`src/rtl/fjsv_pkg.sv`:
```
// ----------------------------------------------------------------------------
// fjsv_pkg
// Types, template text and character codes for the JSON state validator.
// ----------------------------------------------------------------------------
package fjsv_pkg;

  localparam int TMPL_LEN    = 100;
  localparam int POS_W       = 7;
  localparam int NUM_SMALL   = 6;
  localparam int SLOT_W      = 3;
  localparam int TEXT_W      = 12;
  localparam int MODE_LEN_W  = 3;
  localparam int WORD_LEN    = 6;
  localparam int ACC_W       = 64;
  localparam int CFG_IDX_W   = 2;
  localparam int CFG_DATA_W  = 16;

  localparam logic [SLOT_W-1:0] VERSION_SLOT = SLOT_W'(NUM_SMALL);

  typedef enum logic [CFG_IDX_W-1:0] {
    REG_MAX_DIM    = 2'd0,
    REG_MAX_CELLS  = 2'd1,
    REG_MAX_BRIGHT = 2'd2,
    REG_MAX_TEXT   = 2'd3
  } cfg_reg_t;

  localparam logic [7:0] RST_MAX_DIM    = 8'd128;
  localparam logic [15:0] RST_MAX_CELLS = 16'd4096;
  localparam logic [7:0] RST_MAX_BRIGHT = 8'd100;
  localparam logic [11:0] RST_MAX_TEXT  = 12'd1023;

  localparam logic [8*TMPL_LEN-1:0] TMPL =
    {"{\"type\":\"state\",\"width\":#,\"height\":#,\"text\":\"$,\"color\":[#,#,#],",
     "\"brightness\":#,\"mode\":\"@,\"version\":#}"};

  localparam logic [8*WORD_LEN-1:0] WORD_STATIC = "static";
  localparam logic [8*WORD_LEN-1:0] WORD_SCROLL = "scroll";

  localparam logic [7:0] CH_NUM    = "#";
  localparam logic [7:0] CH_TEXT   = "$";
  localparam logic [7:0] CH_MODE   = "@";
  localparam logic [7:0] CH_QUOTE  = 8'h22;
  localparam logic [7:0] CH_BSLASH = 8'h5c;
  localparam logic [7:0] CH_SLASH  = "/";
  localparam logic [7:0] CH_LOW_B  = "b";
  localparam logic [7:0] CH_LOW_F  = "f";
  localparam logic [7:0] CH_LOW_N  = "n";
  localparam logic [7:0] CH_LOW_R  = "r";
  localparam logic [7:0] CH_LOW_T  = "t";
  localparam logic [7:0] CH_ZERO   = "0";
  localparam logic [7:0] CH_NINE   = "9";
  localparam logic [7:0] CH_CTRL   = 8'h20;
  localparam logic [7:0] CH_END    = 8'h00;

  typedef struct packed {
    logic              shape_ok;
    logic [7:0]        width;
    logic [7:0]        height;
    logic [7:0]        red;
    logic [7:0]        green;
    logic [7:0]        blue;
    logic [7:0]        brightness;
    logic              scroll;
    logic [ACC_W-1:0]  version;
  } fjsv_sum_t;

  typedef struct packed {
    logic [7:0]  max_dim;
    logic [15:0] max_cells;
    logic [7:0]  max_bright;
    logic [11:0] max_text;
  } fjsv_cfg_t;

  function automatic logic [7:0] tmpl_char(input logic [POS_W-1:0] pos);
    logic [7:0] ch;
    ch = CH_END;
    if (int'(pos) < TMPL_LEN) begin
      ch = TMPL[8*(TMPL_LEN-1-int'(pos)) +: 8];
    end
    return ch;
  endfunction

  function automatic logic [7:0] word_char(input logic [8*WORD_LEN-1:0] word,
                                           input logic [MODE_LEN_W-1:0] idx);
    logic [7:0] ch;
    ch = CH_END;
    if (int'(idx) < WORD_LEN) begin
      ch = word[8*(WORD_LEN-1-int'(idx)) +: 8];
    end
    return ch;
  endfunction

endpackage

```
`src/rtl/fjsv_if.sv`:
```
// ----------------------------------------------------------------------------
// fjsv interfaces
// Payload, result and configuration channels with valid/ready handshake.
// ----------------------------------------------------------------------------
interface fjsv_in_if;
  logic       valid;
  logic       ready;
  logic [7:0] data_byte;
  logic       last_byte;

  modport source (output valid, data_byte, last_byte, input ready);
  modport sink (input valid, data_byte, last_byte, output ready);
endinterface

interface fjsv_out_if;
  logic        valid;
  logic        ready;
  logic        valid_res;
  logic [7:0]  width_out;
  logic [7:0]  height_out;
  logic [7:0]  red_out;
  logic [7:0]  green_out;
  logic [7:0]  blue_out;
  logic [7:0]  brightness_out;
  logic        mode_scroll;
  logic [63:0] version_out;

  modport source (output valid, valid_res, width_out, height_out, red_out, green_out,
                  blue_out, brightness_out, mode_scroll, version_out, input ready);
  modport sink (input valid, valid_res, width_out, height_out, red_out, green_out,
                blue_out, brightness_out, mode_scroll, version_out, output ready);
endinterface

interface fjsv_cfg_if;
  logic        valid;
  logic        ready;
  logic [1:0]  index;
  logic [15:0] data;

  modport source (output valid, index, data, input ready);
  modport sink (input valid, index, data, output ready);
endinterface

```
`src/rtl/fjsv_cfg.sv`:
```
// ----------------------------------------------------------------------------
// fjsv_cfg
// Limit registers written through the configuration channel.
// ----------------------------------------------------------------------------
module fjsv_cfg
  import fjsv_pkg::*;
(
  input  logic        clk,
  input  logic        rst,
  fjsv_cfg_if.sink    cfg,
  output fjsv_cfg_t   limits
);

  assign cfg.ready = 1'b1;

  always_ff @(posedge clk) begin
    if (rst) begin
      limits.max_dim    <= RST_MAX_DIM;
      limits.max_cells  <= RST_MAX_CELLS;
      limits.max_bright <= RST_MAX_BRIGHT;
      limits.max_text   <= RST_MAX_TEXT;
    end else if (cfg.valid) begin
      unique case (cfg_reg_t'(cfg.index))
        REG_MAX_DIM:    limits.max_dim    <= cfg.data[7:0];
        REG_MAX_CELLS:  limits.max_cells  <= cfg.data;
        REG_MAX_BRIGHT: limits.max_bright <= cfg.data[7:0];
        REG_MAX_TEXT:   limits.max_text   <= cfg.data[11:0];
      endcase
    end
  end

endmodule

```
`src/rtl/fjsv_parser.sv`:
```
// ----------------------------------------------------------------------------
// fjsv_parser
// Template walker: matches one word per step and keeps the parse state.
// ----------------------------------------------------------------------------
module fjsv_parser
  import fjsv_pkg::*;
(
  input  logic        clk,
  input  logic        rst,
  input  logic        step,
  input  logic [7:0]  data_byte,
  input  logic        last_byte,
  input  logic [11:0] max_text,
  output fjsv_sum_t   sum
);

  logic [POS_W-1:0]      pos, pos_next;
  logic [ACC_W-1:0]      acc, acc_next;
  logic                  seen, seen_next;
  logic [SLOT_W-1:0]     slot, slot_next;
  logic [7:0]            fields [NUM_SMALL];
  logic [7:0]            fields_next [NUM_SMALL];
  logic [ACC_W-1:0]      version, version_next;
  logic [TEXT_W-1:0]     tcount, tcount_next;
  logic                  esc, esc_next;
  logic [MODE_LEN_W-1:0] mlen, mlen_next;
  logic [1:0]            mmatch, mmatch_next;
  logic                  failed, failed_next;
  logic                  term, term_next;

  logic [7:0]            t_cur, t_after;
  logic                  digit;
  logic [ACC_W+3:0]      prod;
  logic [TEXT_W:0]       tsum;
  logic                  esc_ok;
  logic                  commit_bad;

  always_comb begin
    pos_next     = pos;
    acc_next     = acc;
    seen_next    = seen;
    slot_next    = slot;
    fields_next  = fields;
    version_next = version;
    tcount_next  = tcount;
    esc_next     = esc;
    mlen_next    = mlen;
    mmatch_next  = mmatch;
    failed_next  = failed;
    term_next    = term;

    t_cur   = tmpl_char(pos);
    t_after = tmpl_char(pos + POS_W'(1));
    digit   = (data_byte >= CH_ZERO) && (data_byte <= CH_NINE);
    prod    = {acc, 3'b000} + {3'b000, acc, 1'b0} + (ACC_W+4)'(data_byte - CH_ZERO);
    tsum    = {1'b0, tcount} + (TEXT_W+1)'(1);
    commit_bad = (slot != VERSION_SLOT) && (acc[ACC_W-1:8] != '0);

    case (data_byte) inside
      CH_QUOTE, CH_BSLASH, CH_SLASH, CH_LOW_B, CH_LOW_F, CH_LOW_N, CH_LOW_R,
      CH_LOW_T: esc_ok = 1'b1;
      default:  esc_ok = 1'b0;
    endcase

    if (!term) begin
      if (data_byte == CH_END) begin
        term_next = 1'b1;
      end else if (!failed) begin
        if (int'(pos) >= TMPL_LEN) begin
          failed_next = 1'b1;
        end else if (t_cur == CH_NUM) begin
          if (digit) begin
            if (prod[ACC_W+3:ACC_W] != '0) begin
              failed_next = 1'b1;
            end else begin
              acc_next  = prod[ACC_W-1:0];
              seen_next = 1'b1;
            end
          end else if (!seen) begin
            failed_next = 1'b1;
          end else begin
            acc_next  = '0;
            seen_next = 1'b0;
            slot_next = slot + SLOT_W'(1);
            if (slot == VERSION_SLOT) begin
              version_next = acc;
            end
            for (int i = 0; i < NUM_SMALL; i++) begin
              if (slot == SLOT_W'(i)) begin
                fields_next[i] = acc[7:0];
              end
            end
            if (commit_bad || data_byte != t_after) begin
              failed_next = 1'b1;
            end else begin
              pos_next = pos + POS_W'(2);
            end
          end
        end else if (t_cur == CH_TEXT) begin
          if (esc) begin
            esc_next = 1'b0;
            if (!esc_ok) begin
              failed_next = 1'b1;
            end else begin
              tcount_next = tsum[TEXT_W-1:0];
              if (tsum > {1'b0, max_text}) failed_next = 1'b1;
            end
          end else if (data_byte == CH_QUOTE) begin
            pos_next = pos + POS_W'(1);
          end else if (data_byte < CH_CTRL) begin
            failed_next = 1'b1;
          end else if (data_byte == CH_BSLASH) begin
            esc_next = 1'b1;
          end else begin
            tcount_next = tsum[TEXT_W-1:0];
            if (tsum > {1'b0, max_text}) failed_next = 1'b1;
          end
        end else if (t_cur == CH_MODE) begin
          if (data_byte == CH_QUOTE) begin
            if (int'(mlen) == WORD_LEN && mmatch != 2'b00) begin
              pos_next = pos + POS_W'(1);
            end else begin
              failed_next = 1'b1;
            end
          end else if (int'(mlen) >= WORD_LEN) begin
            failed_next = 1'b1;
          end else begin
            if (data_byte != word_char(WORD_STATIC, mlen)) mmatch_next[0] = 1'b0;
            if (data_byte != word_char(WORD_SCROLL, mlen)) mmatch_next[1] = 1'b0;
            mlen_next = mlen + MODE_LEN_W'(1);
          end
        end else if (data_byte == t_cur) begin
          pos_next = pos + POS_W'(1);
        end else begin
          failed_next = 1'b1;
        end
      end
    end
  end

  always_comb begin
    sum.shape_ok   = !failed_next && (int'(pos_next) == TMPL_LEN);
    sum.width      = fields_next[0];
    sum.height     = fields_next[1];
    sum.red        = fields_next[2];
    sum.green      = fields_next[3];
    sum.blue       = fields_next[4];
    sum.brightness = fields_next[5];
    sum.scroll     = mmatch_next[1];
    sum.version    = version_next;
  end

  always_ff @(posedge clk) begin
    if (rst || (step && last_byte)) begin
      pos     <= '0;
      acc     <= '0;
      seen    <= 1'b0;
      slot    <= '0;
      for (int i = 0; i < NUM_SMALL; i++) fields[i] <= '0;
      version <= '0;
      tcount  <= '0;
      esc     <= 1'b0;
      mlen    <= '0;
      mmatch  <= 2'b11;
      failed  <= 1'b0;
      term    <= 1'b0;
    end else if (step) begin
      pos     <= pos_next;
      acc     <= acc_next;
      seen    <= seen_next;
      slot    <= slot_next;
      fields  <= fields_next;
      version <= version_next;
      tcount  <= tcount_next;
      esc     <= esc_next;
      mlen    <= mlen_next;
      mmatch  <= mmatch_next;
      failed  <= failed_next;
      term    <= term_next;
    end
  end

endmodule

```
`src/rtl/fjsv_judge.sv`:
```
// ----------------------------------------------------------------------------
// fjsv_judge
// Final range checks and the result register.
// ----------------------------------------------------------------------------
module fjsv_judge
  import fjsv_pkg::*;
(
  input  logic        clk,
  input  logic        rst,
  input  logic        load,
  input  fjsv_sum_t   sum,
  input  fjsv_cfg_t   limits,
  output logic        slot_free,
  fjsv_out_if.source  result
);

  logic        ok;
  logic [15:0] cells;

  always_comb begin
    cells = 16'(sum.width) * 16'(sum.height);
    ok = sum.shape_ok &&
         (sum.width != '0) && (sum.width <= limits.max_dim) &&
         (sum.height != '0) && (sum.height <= limits.max_dim) &&
         (cells <= limits.max_cells) && (sum.brightness <= limits.max_bright);
  end

  assign slot_free = !result.valid || result.ready;

  always_ff @(posedge clk) begin
    if (rst) begin
      result.valid <= 1'b0;
    end else if (load) begin
      result.valid <= 1'b1;
    end else if (result.ready) begin
      result.valid <= 1'b0;
    end
  end

  always_ff @(posedge clk) begin
    if (load) begin
      result.valid_res      <= ok;
      result.width_out      <= ok ? sum.width : '0;
      result.height_out     <= ok ? sum.height : '0;
      result.red_out        <= ok ? sum.red : '0;
      result.green_out      <= ok ? sum.green : '0;
      result.blue_out       <= ok ? sum.blue : '0;
      result.brightness_out <= ok ? sum.brightness : '0;
      result.mode_scroll    <= ok && sum.scroll;
      result.version_out    <= ok ? sum.version : '0;
    end
  end

endmodule

```
`src/rtl/fixed_json_state_validator.sv`:
```
// ----------------------------------------------------------------------------
// fixed_json_state_validator
// Checks a byte stream against the fixed JSON state template and reports.
// ----------------------------------------------------------------------------
// Throughput: one payload word per cycle, held back only when a final word
//   meets a result that has not yet been taken.
// Result: a final word passes the input register, then the result register.
// Reset: rst (synchronous) empties the input and result registers, clears the
//   parse state and loads the limit registers with their defaults.
module fixed_json_state_validator
  import fjsv_pkg::*;
(
  input  logic       clk,
  input  logic       rst,
  fjsv_in_if.sink    payload,
  fjsv_out_if.source result,
  fjsv_cfg_if.sink   cfg
);

  logic       hold_valid;
  logic [7:0] hold_byte;
  logic       hold_last;
  logic       advance;
  logic       slot_free;
  fjsv_cfg_t  limits;
  fjsv_sum_t  sum;

  assign advance       = hold_valid && (!hold_last || slot_free);
  assign payload.ready = !hold_valid || advance;

  always_ff @(posedge clk) begin
    if (rst) begin
      hold_valid <= 1'b0;
    end else if (payload.valid && payload.ready) begin
      hold_valid <= 1'b1;
    end else if (advance) begin
      hold_valid <= 1'b0;
    end
  end

  always_ff @(posedge clk) begin
    if (payload.valid && payload.ready) begin
      hold_byte <= payload.data_byte;
      hold_last <= payload.last_byte;
    end
  end

  fjsv_cfg u_cfg (
    .clk    (clk),
    .rst    (rst),
    .cfg    (cfg),
    .limits (limits)
  );

  fjsv_parser u_parser (
    .clk       (clk),
    .rst       (rst),
    .step      (advance),
    .data_byte (hold_byte),
    .last_byte (hold_last),
    .max_text  (limits.max_text),
    .sum       (sum)
  );

  fjsv_judge u_judge (
    .clk       (clk),
    .rst       (rst),
    .load      (advance && hold_last),
    .sum       (sum),
    .limits    (limits),
    .slot_free (slot_free),
    .result    (result)
  );

endmodule

```
`src/flat_wrapper.sv`:
```
// flat-port wrapper written by rule: the top's interface ports become plain ports
module fixed_json_state_validator_flat import fjsv_pkg::*;
  (clk, rst, payload_valid, payload_data_byte, payload_last_byte, payload_ready, result_valid, result_valid_res, result_width_out, result_height_out, result_red_out, result_green_out, result_blue_out, result_brightness_out, result_mode_scroll, result_version_out, result_ready, cfg_valid, cfg_index, cfg_data, cfg_ready);
  fjsv_in_if payload_i ();
  fjsv_out_if result_i ();
  fjsv_cfg_if cfg_i ();
  input  logic clk;
  input  logic rst;
  input wire logic [$bits(payload_i.valid)-1:0] payload_valid;
  input wire logic [$bits(payload_i.data_byte)-1:0] payload_data_byte;
  input wire logic [$bits(payload_i.last_byte)-1:0] payload_last_byte;
  output wire logic [$bits(payload_i.ready)-1:0] payload_ready;
  output wire logic [$bits(result_i.valid)-1:0] result_valid;
  output wire logic [$bits(result_i.valid_res)-1:0] result_valid_res;
  output wire logic [$bits(result_i.width_out)-1:0] result_width_out;
  output wire logic [$bits(result_i.height_out)-1:0] result_height_out;
  output wire logic [$bits(result_i.red_out)-1:0] result_red_out;
  output wire logic [$bits(result_i.green_out)-1:0] result_green_out;
  output wire logic [$bits(result_i.blue_out)-1:0] result_blue_out;
  output wire logic [$bits(result_i.brightness_out)-1:0] result_brightness_out;
  output wire logic [$bits(result_i.mode_scroll)-1:0] result_mode_scroll;
  output wire logic [$bits(result_i.version_out)-1:0] result_version_out;
  input wire logic [$bits(result_i.ready)-1:0] result_ready;
  input wire logic [$bits(cfg_i.valid)-1:0] cfg_valid;
  input wire logic [$bits(cfg_i.index)-1:0] cfg_index;
  input wire logic [$bits(cfg_i.data)-1:0] cfg_data;
  output wire logic [$bits(cfg_i.ready)-1:0] cfg_ready;
  assign payload_i.valid = payload_valid;
  assign payload_i.data_byte = payload_data_byte;
  assign payload_i.last_byte = payload_last_byte;
  assign payload_ready = payload_i.ready;
  assign result_valid = result_i.valid;
  assign result_valid_res = result_i.valid_res;
  assign result_width_out = result_i.width_out;
  assign result_height_out = result_i.height_out;
  assign result_red_out = result_i.red_out;
  assign result_green_out = result_i.green_out;
  assign result_blue_out = result_i.blue_out;
  assign result_brightness_out = result_i.brightness_out;
  assign result_mode_scroll = result_i.mode_scroll;
  assign result_version_out = result_i.version_out;
  assign result_i.ready = result_ready;
  assign cfg_i.valid = cfg_valid;
  assign cfg_i.index = cfg_index;
  assign cfg_i.data = cfg_data;
  assign cfg_ready = cfg_i.ready;
  fixed_json_state_validator u_core (.clk(clk), .rst(rst), .payload(payload_i), .result(result_i), .cfg(cfg_i));
endmodule
```
`config.mk`:
```
export PLATFORM = sky130hd
export DESIGN_NAME = fixed_json_state_validator_flat
export DESIGN_NICKNAME = d
export VERILOG_FILES = /design/src/rtl/fjsv_pkg.sv /design/src/rtl/fjsv_if.sv /design/src/rtl/fjsv_cfg.sv /design/src/rtl/fjsv_parser.sv /design/src/rtl/fjsv_judge.sv /design/src/rtl/fixed_json_state_validator.sv /design/src/flat_wrapper.sv
export SDC_FILE = /design/constraint.sdc
export NUM_CORES = 1
export LEC_CHECK = 0
export BUFFER_PORTS_ARGS = -buffer_cell sky130_fd_sc_hd__buf_4
export CAP_MARGIN = 20
export CORE_MARGIN = 2
export CORE_UTILIZATION = 42
export DETAILED_ROUTE_END_ITERATION = 8
export PLACE_DENSITY = 0.55
export SYNTH_ARGS = -nofsm -noshare
export SYNTH_HDL_FRONTEND = slang
export SYNTH_SLANG_ARGS = --single-unit
```
`constraint.sdc`:
```
create_clock -name clk -period 17.1 [get_ports clk]
set_clock_uncertainty 0.1 [all_clocks]
set_input_delay 1.71 -clock clk [delete_from_list [all_inputs] [get_ports clk]]
set_output_delay 1.71 -clock clk [all_outputs]
set_load 0.005 [all_outputs]
```
=== Yosys cells after proc, flatten, opt, wreduce, memory -nomap -nowiden ===
Cells that the tools add are included.

* $add $sub $neg: 11
* Multiply operators: 1
* Order comparisons: 13
* Eq/ne operators: 32
* Shifts and indexed selects: 4
* Mux-type cells: 111
* Bitwise gates (word level): 9
* Reduce and logical (&&, ||, !) cells: 46

{| class="wikitable"
|+ Operators with widths
! kind !! number
|-
| variable part select 800 x 11 -> 8 bit, first input constant || 2
|-
| two-way mux 64 bit || 11
|-
| two-way mux 48 bit || 7
|-
| two-way mux 8 bit || 28
|-
| two-way mux 7 bit || 15
|-
| variable part select 48 x 7 -> 8 bit, first input constant || 2
|-
| adder 67 x 65 -> 68 bit || 1
|-
| adder 68 bit || 1
|-
| two-way mux 12 bit || 5
|-
| == test 8 x 7 -> 1 bit, second input constant || 7
|-
| nonzero test 56 bit || 1
|-
| two-way mux 1 bit || 36
|-
| == test 8 x 6 -> 1 bit, second input constant || 4
|-
| <= comparator 8 bit || 3
|-
| inequality test 8 bit || 3
|-
| AND reduction 11 bit || 2
|-
| two-way mux 2 bit || 9
|-
| <= comparator 16 bit || 1
|-
| multiplier 8 x 8 -> 16 bit || 1
|-
| AND reduction 8 bit || 2
|-
| nonzero test 8 bit || 2
|-
| subtractor 7 x 7 -> 8 bit, first input constant || 2
|-
| logical AND 1 bit || 14
|-
| < comparator 7 bit, second input constant || 2
|-
| 35 further kinds || 66
|}

* Flip-flop bits (word level): 376
* Output and inout bits: 117

=== Logic depth before layout (Yosys ltp) ===
* Word-level depth: 24
* Gate-level depth with buffers: 54

=== Modules after synthesis ===
Synthesis repeated with hierarchy kept, for this count alone.

* Cells, all modules: 3282
* Area, all modules: 29344.4 um^2

{| class="wikitable"
|+ Modules (own cells, without submodules)
! module !! times used !! cells an instance !! area an instance (um^2) !! sequential area each (um^2)
|-
| fjsv_parser || 1 || 2458 || 19368.6 || 4144.0
|-
| fjsv_judge || 1 || 630 || 7810.0 || 3443.3
|-
| fjsv_cfg || 1 || 177 || 1815.5 || 880.8
|-
| fixed_json_state_validator || 1 || 17 || 350.3 || 290.3
|}

=== Worst setup path before layout ===
No wires, ideal clock.

* Kind: register to register
* From: reg u_core.hold_byte[4]
* To: reg u_core.u_judge.result.blue_out[0] in the netlist's numbering (data pin)
* Library setup time: 0.150 ns
* Arrival: 13.719 ns
* Required time: 16.850 ns
* Path slack: 3.131 ns
* Stages on the path, launching flop included: 22
* Path buffers: 4
* Cell sequence: edfxtp_1 > ha_1 > nor3_1 > fa_1 > ha_1 > clkbuf_1 > nand3_1 > nor2_1 > o2111ai_1 > o21ba_2 > nand2b_1 > a31oi_1 > or4_1 > nand4_1 > nand4_1 > o22ai_1 > a211oi_1 > or4_1 > buf_2 > buf_6 > buf_2 > nor3_2

* Word-level cells in the longest chain between the ends: 19
* Elaborated cells between the ends (all ways): 75
* Those cells by class: add/sub (2); mul (1); order compare (7); eq/ne (11); mux (39); reduce/logical (15)

{| class="wikitable"
|+ RTL lines
! element !! line !! RTL
|-
| start: declaration || fixed_json_state_validator.sv:21 || <nowiki>logic [7:0] hold_byte;</nowiki>
|-
| start signal: assignment || fixed_json_state_validator.sv:43 || <nowiki>hold_byte <= payload.data_byte;</nowiki>
|-
| branches (longest 19 deep; another with multiplier 8 x 8 -> 16 bit) || -- ||
|-
| end signal: assignment || fjsv_judge.sv:47 || <nowiki>result.blue_out <= ok ? sum.blue : '0;</nowiki>
|-
| end: declaration || fjsv_if.sv:29 || <nowiki>blue_out, brightness_out, mode_scroll, version_out, input ready);</nowiki>
|}

Several ways; the timed one is not identified.
A chain may end at the register's enable or synchronous reset.

==> results.py <==
metrics = {
    "drt": {
        "ant_nets": 0,
        "drt-total-wl_um": 94120,
        "vias_per_cell": 5.912,
        "drt_iter0_drc": 2114,
        "drc_errors": 0,
        "firstDrtPassIters": 6,
        "drt-wirelength-per-cell_um": 21.84,
        "vias": 25475,
    },
    "setup_path": {
        "required_ns": 17.39,
        "slowest_delay_ns": 0.98,
        "cp.arrival_ns": 13.67,
        "startpoint_type": "flop",
        "crit_top_cell": "inv_1",
        "cp-end-kind": "flop",
        "cp_slowest_cell": "dfxtp_1",
        "path_class": "reg -> reg",
        "path_max_fanout": 71,
    },
    "global_route": {
        "grt_pass1_wl_um": 147900,
        "grt_max_degree": 82,
        "first_global_vias": 24723,
        "grt_util_all_layers": 0.2646,
        "grt_antenna_before_repair": 0,
        "grt_overflow": 0,
    },
    "synthesis": {
        "seq_area_frac_synth": 0.3065,
        "netlist_top_cells_count": "nand2_1, nor2_1, a21oi_1, dfxtp_1, ha_1",
        "syn_nets": 3681,
        "syn_area_mm2": 0.02858,
        "ys.warnings.count": 0,
        "synth_top_area_share": 0.1772,
        "synth.most_common_cell": "nand2_1",
        "synth_ff_type": "dfxtp_1",
        "syn_area_per_cell_um2": 8.478,
        "ys_ff_latch": 376,
        "synth_cells": 3371,
        "netlist-cell-type-count": 107,
        "postSynth.asyncResetShare": 0,
        "synth_largest_area_cell": "dfxtp_1",
        "synth_area_leaders": "dfxtp_1, edfxtp_1, ha_1",
        "synth-edff-count": 123,
    },
    "outcome": {
        "status": "complete, no violations",
    },
    "place": {
        "dpl-instance-area_mm2": 0.03028,
        "place_hpwl_um": 67460,
        "gp_congestion": 0.9309,
        "io_buffer_count": 147,
        "dp.cells": 4222,
    },
    "power": {
        "cellLeakagePower_nw": 13.24,
        "seqPwrFrac": 0.402,
        "p_sw_frac": 0.2890,
        "peakVddDrop_mv": 0.1109,
        "p_total_mw": 2.358,
        "power.density_mw_per_mm2": 74.00,
        "p_int_mw": 1.676,
        "p_sw_uw": 681.5,
        "clkPwrFrac": 0.436,
        "combPwrFrac": 0.162,
    },
    "timing": {
        "finalSetupTns_ns": 0,
        "max_freq_mhz": 74.78,
        "slew_headroom": 0.2914,
        "worst_pin_slew_ns": 1.033,
        "hold_ws_ns": 0.3524,
        "rsz0062_at_grt": "no",
        "fin_crit_ns": 13.37,
        "final-hold-violation-count": 0,
        "finalSetupViolations": 0,
        "maxSlewViolCount": 0,
        "period_share": 0.7820,
    },
    "cells_and_area": {
        "drive_gt1_frac": 0.1211,
        "fin_cells": 4309,
        "synthToLayoutAreaGrowth_pct": 11.49,
        "fin_nets": 3709,
        "diodes": 0,
        "design_area_mm2": 0.03186,
    },
    "clock_network": {
        "post_cts_resized": 0,
        "cts_num_sinks": 376,
        "insertion_delay_ns": 0.59,
        "cts_made_buffers": 46,
        "root_buffer": "clkbuf_16",
        "clk_pin_slew_ns": 0.06,
        "ctsHoldBuffers": 0,
        "cts_setup_buffers": 0,
        "h-tree-depth": 2,
        "clk_path_buf_depth": 3,
        "cts_tree": "built",
    },
    "floorplanning": {
        "die_h_um": 264.9,
        "num_rows": 95,
        "dieArea_mm2": 0.07015,
        "io_pins": 149,
        "core_area_mm2": 0.06728,
        "start_util": 0.4248,
        "dieWidth_um": 264.9,
    },
    "job": {
        "maxCapViolations": 0,
    },
    "worst_hold_path": {
        "hold_path_class": "reg -> reg",
    },
}
-- kinds of logic after synthesis --
logic type | share of synthesized area
adders and majority gates | 0.1477
AOI/OAI and AO/OA | 0.1951
buffers and inverters | 0.06007
muxes | 0.03647
other | 0.0001312
DFF | 0.3065
xor gates and xnor gates | 0.04518
and+or+nand+nor | 0.2089
-- flip-flops by register name, summed over array words and instances (netlist names), 2 cells and up --
name	count
u_core.u_parser.fields	48
u_core.u_parser.mmatch	2
u_core.u_judge.result.green_out	8
u_core.u_parser.pos	7
u_core.u_judge.result.red_out	8
u_core.hold_byte	8
u_core.u_judge.result.height_out	8
u_core.u_judge.result.width_out	8
u_core.u_parser.slot	3
u_core.u_parser.tcount	12
u_core.u_judge.result.version_out	64
u_core.u_judge.result.blue_out	8
u_core.u_parser.mlen	3
u_core.u_cfg.limits	44
u_core.u_judge.result.brightness_out	8
u_core.u_parser.version	64
u_core.u_parser.acc	64
-- final cells by class --
type	count	area [µm²]
clock buffer	57	1254
clock inverter	28	310.3
fill	6547	35410
inverter	181	679.4
multi-input combinational	2583	18180
sequential	376	8761
tap	873	1092
timing repair buffer	211	1589
-- stage by stage --
stage	worst slack, ns	util
2_1_floorplan	3.131	-
3_3_place_gp	4.320	0.4500
4_1_cts	3.886	0.4733
6_report	3.727	0.4736
3_5_place_dp	3.920	0.4500
5_1_grt	2.721	0.4736
-- power by group through the flow --
stage | clock network (mW) | registers (mW) | logic (mW)
4_1_cts | 1.05 | 0.947 | 0.378
6_report | 1.03 | 0.947 | 0.383
2_1_floorplan | 0 | 0.960 | 0.270
3_5_place_dp | 0 | 0.966 | 0.375
3_3_place_gp | 0 | 0.965 | 0.375
5_1_grt | 1.08 | 0.948 | 0.420
-- routing by layer --
metal	wire, µm	global-route usage	vias to the layer above	part of all wire
li1	-	-	12118	-
met1	46090	0.3954	12502	0.49
met2	41280	0.4063	739	0.44
met3	4966	0.03242	116	0.053
met4	1789	0.05909	0	0.019
met5	0	0	-	0
-- placed cells by master (no fill, tap or decap), types with 13 or more instances in the layout --
master	instances
nand3_1	67
a211o_1	19
a31oi_1	28
a21o_1	44
nor2b_1	28
and3_1	22
a22oi_1	64
nand2_1	389
nor3_2	63
dfxtp_1	251
buf_4	209
edfxtp_1	123
nor2_1	356
mux2i_1	103
nand4_1	44
a211oi_1	59
xnor2_1	69
xor2_1	48
o21bai_1	29
nand2b_1	25
o21ai_0	106
a221oi_1	13
clkbuf_16	47
fa_1	99
a21oi_1	288
o31ai_1	21
inv_1	175
o211ai_1	29
nor3_1	94
nor4_1	34
o21a_1	29
ha_1	179
-- final timing paths --
path	start	endpoint	slack [ns]	cells after the start
max	u_core.u_parser.pos[3]$_SDFFE_PP0P_	u_core.u_judge.result.version_out[0]$_SDFFCE_PN0P_	3.73	44
min	u_core.u_parser.version[20]$_SDFFE_PP0P_	u_core.u_parser.version[20]$_SDFFE_PP0P_	0.35	2
max reg2reg	u_core.u_parser.pos[3]$_SDFFE_PP0P_	u_core.u_judge.result.version_out[0]$_SDFFCE_PN0P_	3.73	44
min reg2reg	u_core.u_parser.version[20]$_SDFFE_PP0P_	u_core.u_parser.version[20]$_SDFFE_PP0P_	0.35	2
-- worst max-delay path, delay by kind of cell, from the launching register on --
kind | cells | cell delay, ns
AOI/OAI and AO/OA | 13 | 3.27
xor gates and xnor gates | 2 | 0.87
adders and majority gates | 7 | 2.79
buffers and inverters | 8 | 1.38
DFF | 1 | 0.98
and+or+nand+nor | 14 | 3.68
Note: power is estimated with default switching activity, not from simulation.
